### config.mk
export PLATFORM = sky130hd
export DESIGN_NAME = ultrasonic_echo_ranger_core
export DESIGN_NICKNAME = d
export VERILOG_FILES = /design/src/rtl/erng_pkg.sv /design/src/rtl/erng_div.sv /design/src/rtl/erng_seq.sv /design/src/rtl/ultrasonic_echo_ranger_core.sv
export SDC_FILE = /design/constraint.sdc
export NUM_CORES = 1
export LEC_CHECK = 0
export CAP_MARGIN = 20
export CELL_PAD_IN_SITES_DETAIL_PLACEMENT = 2
export CELL_PAD_IN_SITES_GLOBAL_PLACEMENT = 2
export CORE_ASPECT_RATIO = 2
export CORE_UTILIZATION = 47
export DETAILED_ROUTE_END_ITERATION = 8
export DONT_BUFFER_PORTS = 1
export PLACE_DENSITY = 0.95
export REMOVE_ABC_BUFFERS = 1
export SETUP_SLACK_MARGIN = 0.05
export SYNTH_ARGS = -nofsm -noshare
export SYNTH_HDL_FRONTEND = slang
export SYNTH_HIERARCHICAL = 1
export SYNTH_SLANG_ARGS = --single-unit
### constraint.sdc
create_clock -name clk -period 5.8 [get_ports clk]
set_input_delay 1.16 -clock clk [delete_from_list [all_inputs] [get_ports clk]]
set_output_delay 1.16 -clock clk [all_outputs]
set_load 0.01 [all_outputs]
### src/rtl/erng_pkg.sv
// ----------------------------------------------------------------------------
// erng_pkg
// Shared types and constants for the ultrasonic echo ranger.
// ----------------------------------------------------------------------------
package erng_pkg;

	localparam int NUM_SENSORS = 4;
	localparam int COUNT_BITS  = 24;
	localparam int STEP_W      = $clog2(COUNT_BITS + 1);
	localparam int TRIG_W      = 4;
	localparam int SEL_W       = 2;
	localparam int CFG_W       = 16;
	localparam int IDX_W       = 2;

	localparam logic [SEL_W:0] SEL_LIMIT = (SEL_W + 1)'(NUM_SENSORS);

	// register indexes on the config port
	localparam logic [IDX_W-1:0] REG_TRIGGER = 2'd0;
	localparam logic [IDX_W-1:0] REG_TPC     = 2'd1;
	localparam logic [IDX_W-1:0] REG_HOLDOFF = 2'd2;

	localparam logic [9:0]  TRIGGER_RST = 10'd10;
	localparam logic [7:0]  TPC_RST     = 8'd58;
	localparam logic [15:0] HOLDOFF_RST = 16'd25000;

	typedef enum logic [2:0] {
		PH_IDLE,
		PH_TRIG,
		PH_WAIT,
		PH_MEAS,
		PH_HOLD
	} phase_t;

	typedef struct packed {
		logic [9:0]  trigger_ticks;
		logic [7:0]  ticks_per_cm;
		logic [15:0] holdoff_ticks;
	} cfg_t;

	typedef struct packed {
		logic busy;
		logic done;
	} div_stat_t;

	typedef struct packed {
		logic [TRIG_W-1:0] trigger_lines;
		logic              busy;
		logic              done;
		logic [7:0]        distance;
		logic              clipped;
	} result_t;

endpackage

### src/rtl/erng_div.sv
// ----------------------------------------------------------------------------
// erng_div
// Bit-serial restoring divider, one quotient bit per cycle, with the
// quotient saturated to eight bits.
// ----------------------------------------------------------------------------
module erng_div import erng_pkg::*; (
	input  logic                  clk,
	input  logic                  arst_n,
	input  logic                  start,
	input  logic [COUNT_BITS-1:0] dividend,
	input  logic [7:0]            divisor,
	output div_stat_t             stat,
	output logic [7:0]            distance,
	output logic                  clipped
);

	logic [COUNT_BITS-1:0] dq_q;
	logic [7:0]            rem_q;
	logic [7:0]            dvsr_q;
	logic [STEP_W-1:0]     step_q;
	logic                  busy_q;
	logic                  done_q;
	logic [8:0]            trial;
	logic [8:0]            diff;
	logic                  ge;

	assign trial = {rem_q, dq_q[COUNT_BITS-1]};
	assign ge    = trial >= {1'b0, dvsr_q};
	assign diff  = trial - {1'b0, dvsr_q};

	always_ff @(posedge clk or negedge arst_n) begin
		if (!arst_n) begin
			busy_q <= 1'b0;
			done_q <= 1'b0;
			step_q <= '0;
		end else if (start) begin
			busy_q <= 1'b1;
			done_q <= 1'b0;
			step_q <= STEP_W'(COUNT_BITS);
		end else if (busy_q) begin
			step_q <= step_q - 1'b1;
			if (step_q == STEP_W'(1)) begin
				busy_q <= 1'b0;
				done_q <= 1'b1;
			end
		end
	end

	always_ff @(posedge clk) begin
		if (start) begin
			dq_q   <= dividend;
			rem_q  <= '0;
			// zero divisor acts as one
			dvsr_q <= (divisor == 8'd0) ? 8'd1 : divisor;
		end else if (busy_q) begin
			dq_q  <= {dq_q[COUNT_BITS-2:0], ge};
			rem_q <= ge ? diff[7:0] : trial[7:0];
		end
	end

	assign stat.busy = busy_q;
	assign stat.done = done_q;
	assign clipped   = |dq_q[COUNT_BITS-1:8];
	assign distance  = clipped ? 8'hFF : dq_q[7:0];

endmodule

### src/rtl/erng_seq.sv
// ----------------------------------------------------------------------------
// erng_seq
// Measurement sequencer: phase, tick counter, sensor and last distance.
// ----------------------------------------------------------------------------
module erng_seq import erng_pkg::*; (
	input  logic                  clk,
	input  logic                  arst_n,
	input  cfg_t                  cfg,
	input  logic                  item_valid,
	input  logic                  item_req,
	input  logic [SEL_W-1:0]      item_sel,
	input  logic                  item_echo,
	input  logic                  out_free,
	input  div_stat_t             div_stat,
	input  logic [7:0]            div_distance,
	input  logic                  div_clipped,
	output logic                  div_start,
	output logic [COUNT_BITS-1:0] div_dividend,
	output logic                  commit,
	output result_t               res
);

	localparam logic [COUNT_BITS-1:0] COUNT_MAX = '1;

	phase_t                phase_q, phase_nx;
	logic [COUNT_BITS-1:0] count_q, count_nx, count_inc;
	logic [SEL_W-1:0]      sensor_q, sensor_nx;
	logic [7:0]            dist_q, dist_nx;
	logic                  clip_q, clip_nx;
	logic                  done_nx;
	logic                  div_pend_q;
	logic                  finish;
	logic                  ready;

	assign count_inc = (count_q == COUNT_MAX) ? count_q : count_q + 1'b1;

	// a falling echo needs the divider before the word can complete
	assign finish       = item_valid && !item_req && phase_q == PH_MEAS && !item_echo;
	assign div_start    = finish && !div_pend_q;
	assign div_dividend = count_q;
	assign ready        = item_valid && (!finish || (div_pend_q && div_stat.done));
	assign commit       = ready && out_free;

	always_comb begin
		phase_nx  = phase_q;
		count_nx  = count_q;
		sensor_nx = sensor_q;
		dist_nx   = dist_q;
		clip_nx   = clip_q;
		done_nx   = 1'b0;
		if (item_req) begin
			if (phase_q == PH_IDLE && {1'b0, item_sel} < SEL_LIMIT) begin
				sensor_nx = item_sel;
				count_nx  = '0;
				phase_nx  = PH_TRIG;
			end
		end else begin
			case (phase_q)
				PH_TRIG: begin
					count_nx = count_inc;
					if (count_inc >= COUNT_BITS'(cfg.trigger_ticks)) begin
						count_nx = '0;
						phase_nx = PH_WAIT;
					end
				end
				PH_WAIT: begin
					if (item_echo) begin
						count_nx = COUNT_BITS'(1);
						phase_nx = PH_MEAS;
					end
				end
				PH_MEAS: begin
					if (item_echo) begin
						count_nx = count_inc;
					end else begin
						dist_nx  = div_distance;
						clip_nx  = div_clipped;
						count_nx = '0;
						done_nx  = 1'b1;
						phase_nx = (cfg.holdoff_ticks != 16'd0) ? PH_HOLD : PH_IDLE;
					end
				end
				PH_HOLD: begin
					count_nx = count_inc;
					if (count_inc >= COUNT_BITS'(cfg.holdoff_ticks)) begin
						count_nx = '0;
						phase_nx = PH_IDLE;
					end
				end
				default: begin
					phase_nx = PH_IDLE;
				end
			endcase
		end
	end

	always_comb begin
		res.trigger_lines = '0;
		if (phase_nx == PH_TRIG) begin
			res.trigger_lines = TRIG_W'(1) << sensor_nx;
		end
		res.busy     = phase_nx != PH_IDLE;
		res.done     = done_nx;
		res.distance = dist_nx;
		res.clipped  = clip_nx;
	end

	always_ff @(posedge clk or negedge arst_n) begin
		if (!arst_n) begin
			phase_q    <= PH_IDLE;
			count_q    <= '0;
			sensor_q   <= '0;
			dist_q     <= '0;
			clip_q     <= 1'b0;
			div_pend_q <= 1'b0;
		end else begin
			if (div_start) begin
				div_pend_q <= 1'b1;
			end else if (commit) begin
				div_pend_q <= 1'b0;
			end
			if (commit) begin
				phase_q  <= phase_nx;
				count_q  <= count_nx;
				sensor_q <= sensor_nx;
				dist_q   <= dist_nx;
				clip_q   <= clip_nx;
			end
		end
	end

endmodule

### src/rtl/ultrasonic_echo_ranger_core.sv
// ----------------------------------------------------------------------------
// ultrasonic_echo_ranger_core
// Ranging control for up to four echo sensors: trigger pulse, echo timing,
// serial distance division and holdoff, one result word per input word.
// ----------------------------------------------------------------------------
//  channel  | handshake             | payload
//  in       | in_valid / in_stall   | req_type, sensor_sel, echo_level
//  out      | out_valid / out_stall | trigger_lines, busy_res, done_res,
//           |                       | distance_cm, clipped
//  cfg      | cfg_we                | cfg_index, cfg_data
//
// One word is in flight at a time. The word on which the echo falls runs
// the serial divider, one quotient bit per cycle, before its result is
// written to the output register; other words complete without it.
// Reset puts the config registers at 10 / 58 / 25000 and the phase at idle.
// The input is stalled while a word is in flight; a stalled result is held
// in the output register and the next word waits behind it.
// ----------------------------------------------------------------------------
module ultrasonic_echo_ranger_core import erng_pkg::*; (
	input  logic              clk,
	input  logic              arst_n,
	input  logic              cfg_we,
	input  logic [IDX_W-1:0]  cfg_index,
	input  logic [CFG_W-1:0]  cfg_data,
	input  logic              in_valid,
	output logic              in_stall,
	input  logic              req_type,
	input  logic [SEL_W-1:0]  sensor_sel,
	input  logic              echo_level,
	output logic              out_valid,
	input  logic              out_stall,
	output logic [TRIG_W-1:0] trigger_lines,
	output logic              busy_res,
	output logic              done_res,
	output logic [7:0]        distance_cm,
	output logic              clipped
);

	cfg_t                  cfg_q;
	logic                  item_q;
	logic                  req_q;
	logic [SEL_W-1:0]      sel_q;
	logic                  echo_q;
	logic                  out_valid_q;
	result_t               out_q;
	result_t               res;
	logic                  out_free;
	logic                  commit;
	logic                  accept;
	logic                  div_start;
	logic [COUNT_BITS-1:0] div_dividend;
	div_stat_t             div_stat;
	logic [7:0]            div_distance;
	logic                  div_clipped;

	always_ff @(posedge clk or negedge arst_n) begin
		if (!arst_n) begin
			cfg_q.trigger_ticks <= TRIGGER_RST;
			cfg_q.ticks_per_cm  <= TPC_RST;
			cfg_q.holdoff_ticks <= HOLDOFF_RST;
		end else if (cfg_we) begin
			case (cfg_index)
				REG_TRIGGER: cfg_q.trigger_ticks <= cfg_data[9:0];
				REG_TPC:     cfg_q.ticks_per_cm  <= cfg_data[7:0];
				REG_HOLDOFF: cfg_q.holdoff_ticks <= cfg_data;
				default: ;
			endcase
		end
	end

	assign out_free = !out_valid_q || !out_stall;
	assign in_stall = item_q && !commit;
	assign accept   = in_valid && !in_stall;

	always_ff @(posedge clk or negedge arst_n) begin
		if (!arst_n) begin
			item_q      <= 1'b0;
			out_valid_q <= 1'b0;
		end else begin
			if (accept) begin
				item_q <= 1'b1;
			end else if (commit) begin
				item_q <= 1'b0;
			end
			if (commit) begin
				out_valid_q <= 1'b1;
			end else if (!out_stall) begin
				out_valid_q <= 1'b0;
			end
		end
	end

	always_ff @(posedge clk) begin
		if (accept) begin
			req_q  <= req_type;
			sel_q  <= sensor_sel;
			echo_q <= echo_level;
		end
		if (commit) begin
			out_q <= res;
		end
	end

	erng_seq u_seq (
		.clk          (clk),
		.arst_n       (arst_n),
		.cfg          (cfg_q),
		.item_valid   (item_q),
		.item_req     (req_q),
		.item_sel     (sel_q),
		.item_echo    (echo_q),
		.out_free     (out_free),
		.div_stat     (div_stat),
		.div_distance (div_distance),
		.div_clipped  (div_clipped),
		.div_start    (div_start),
		.div_dividend (div_dividend),
		.commit       (commit),
		.res          (res)
	);

	erng_div u_div (
		.clk      (clk),
		.arst_n   (arst_n),
		.start    (div_start),
		.dividend (div_dividend),
		.divisor  (cfg_q.ticks_per_cm),
		.stat     (div_stat),
		.distance (div_distance),
		.clipped  (div_clipped)
	);

	assign out_valid     = out_valid_q;
	assign trigger_lines = out_q.trigger_lines;
	assign busy_res      = out_q.busy;
	assign done_res      = out_q.done;
	assign distance_cm   = out_q.distance;
	assign clipped       = out_q.clipped;

	a_start_idle: assert property (@(posedge clk) disable iff (!arst_n)
		div_start |-> !div_stat.busy)
		else $error("divider started while running");

	a_commit_quiet: assert property (@(posedge clk) disable iff (!arst_n)
		commit |-> !div_stat.busy)
		else $error("word completed while divider running");

	a_trig_onehot: assert property (@(posedge clk) disable iff (!arst_n)
		out_valid_q |-> $onehot0(out_q.trigger_lines))
		else $error("more than one trigger line");

	a_trig_busy: assert property (@(posedge clk) disable iff (!arst_n)
		(out_valid_q && out_q.trigger_lines != '0) |-> out_q.busy)
		else $error("trigger without busy");

	a_commit_item: assert property (@(posedge clk) disable iff (!arst_n)
		commit |=> out_valid_q && !item_q || (out_valid_q && item_q))
		else $error("completed word not presented");

endmodule
==> flow_summary_export.csv <==
group,metric,value,unit
status,status,"finished clean",
floorplan,die_y,186,um
routing,detail-route-antenna-nets,0,
power_and_ir_drop,p_per_area,484,nW/um2
clock_network,cts.clk_slew.worst_paths,70,ps
finish,final_cell_mix,"70 x mux2_2, 70 x dfrtp_1, 51 x edfxtp_1",
clock_network,cts_tree,"done",
yosys,avgSynthCellArea,11.4,um2
finish,utilization,53.0,%
critical_path,critPathMaxStageDelay,520,ps
floorplan,rows,66,
critical_path,r2r_slack,280,ps
job,drv_cap,0,
floorplan,fp.coreArea,16400,um2
timing,finalSetupViolations,0,
yosys,synth_cells,693,
finish,antenna_cells,0,
critical_path,critPathSlowestCell,"a2111oi_2",
power_and_ir_drop,p_leak,3.67,nW
yosys,yosysWarnings,6,
timing,grt_setup_unrepaired,"false",
timing,fmax,181,MHz
routing,viasPerCell,6.63,
floorplan,ios,44,
clock_network,clk_path_buf_depth,2,
critical_path,crit_chain,"ha_1, and4_1, nand4_2, nor2_4, nor2_1, nand3_1, nor2_1, xor2_1, ha_1, a2111o_1, a2111oi_2, nor3_2, a31oi_1, o2bb2ai_2, a21oi_4, nor2_4, a22o_1",
critical_path,r2r_cells,17,
global_route,gr-usage-all-layers,32.8,%
global_route,grt_pass1_vias,6820,
timing,setup_tns,0,ps
routing,num_vias,5941,
timing,fin_crit,5520,ps
min_path,hold_path_class,"input pin to asynchronous set/reset pin",
placed_design,dpl-instance-area,8030,um2
global_route,overflow,0,
timing,period_share,95.2,%
floorplan,die_w,93.9,um
placed_design,io_buffers,0,
power_and_ir_drop,total_power,4.19,mW
clock_network,h-tree-depth,4,
finish,final_nets,743,
placed_design,gp_congestion,0.861,
clock_network,cts_buffers,17,
critical_path,crit_required,6170,ps
finish,finalInstanceArea,8670,um2
finish,drive_above_1_share,24.9,%
power_and_ir_drop,max-vdd-ir-drop,288,uV
routing,drc_errors,0,
floorplan,die_area,17400,um2
routing,wirelength,27000,um
global_route,grt_max_degree,83,
timing,fin_worst_skew,9.39,ps
routing,firstDrtPassIters,5,
critical_path,crit_arrival,5900,ps
clock_network,clk_latency,440,ps
routing,drt-initial-drc-count,368,
global_route,grt_first_pass_wirelength,41000,um
global_route,antenna_found_initial,0,
critical_path,crit_type,"register to register",
floorplan,initial_utilization,48.5,%
timing,finalWorstSetupSlack,276,ps
timing,relSlewSlack,41.7,%
timing,report.final.slew_viol_count,0,
routing,post_drt_wl_per_cell,30.2,um
critical_path,critical_path.startpoint_type,"register",
clock_network,cts.sinks,141,
critical_path,crit_path_end_kind,"register",
finish,area_growth,9.27,%
placed_design,hpwl,17100,um
placed_design,dp_slack,613,ps
clock_network,cts_setup_buffers,0,
critical_path,critPathMaxFanout,14,
clock_network,clock-root-buffer,"clkbuf_16",
timing,hold_viol,0,
yosys,netlist_area,7930,um2
timing,worst_pin_slew,871,ps
critical path, delay by kind of cell, from the launching register on:
| kind | cells | cell delay, ps |
|---|---|---|
| compound gates | 6 | 2080 |
| flops | 1 | 460 |
| fa+ha+maj | 2 | 630 |
| simple gates | 8 | 2040 |
| xor+xnor | 1 | 250 |
per-layer routing:
metal | vias up | track usage [%] | share of wire [%]
met5 | - | 0 | 0
met4 | 0 | 22.0 | 6.7
met3 | 136 | 6.62 | 3.8
met2 | 238 | 60.5 | 55
met1 | 3056 | 32.3 | 34
li1 | 2511 | - | -
registers in the layout, indices dropped and copies added (netlist names), 2 cells and up:
register            flops
u_seq/div_dividend     24
sel_q                   2
u_div/dq_q             24
distance_cm             8
u_div/dvsr_q            8
u_seq/phase_q           3
u_div/rem_q             8
cfg_q                  34
u_div/step_q            5
u_seq/dist_q            8
trigger_lines           4
u_seq/sensor_q          2
through the flow:
step / hold slack, ps / cells
2_1_floorplan: 436 / 654
3_3_place_gp: 447 / 863
4_1_cts: 394 / 895
3_5_place_dp: 462 / 863
5_1_grt: 396 / 896
6_report: 407 / 896
final timing paths:
path,startpoint,end
max in group asynchronous,arst_n,cfg_q[14]$_DFFE_PN1P_
worst min-delay path,arst_n,cfg_q[1]$_DFFE_PN0P_
worst max register to register,u_seq/div_dividend[1]$_DFFE_PN0P_,u_seq/div_dividend[5]$_DFFE_PN0P_
worst min register to register,u_div/rem_q[7]$_SDFFE_PP0P_,u_div/rem_q[7]$_SDFFE_PP0P_
min in group clk,u_div/rem_q[7]$_SDFFE_PP0P_,u_div/rem_q[7]$_SDFFE_PP0P_
worst max-delay path,u_seq/div_dividend[1]$_DFFE_PN0P_,u_seq/div_dividend[5]$_DFFE_PN0P_
final cells by class:
cell class / instances / area (um2)
repair buffers: 6 / 65.1
clock buffers: 18 / 439
multi-input cells: 470 / 3830
well taps: 204 / 255
flip-flops and latches: 141 / 3760
inverters: 43 / 161
clock inverters: 14 / 158
fillers: 1549 / 7680
repair_timing:
action	4_1_cts	5_1_grt
gates resized for setup	0	2
endpoints found under the setup margin	0	19
hold buffers	0	0
power by group:
part,switching (mW),internal (mW)
Clock,0.484,0.651
Combinational,0.817,0.567
Sequential,0.295,1.38
No activity file was read; power rests on OpenSTA's default activity.
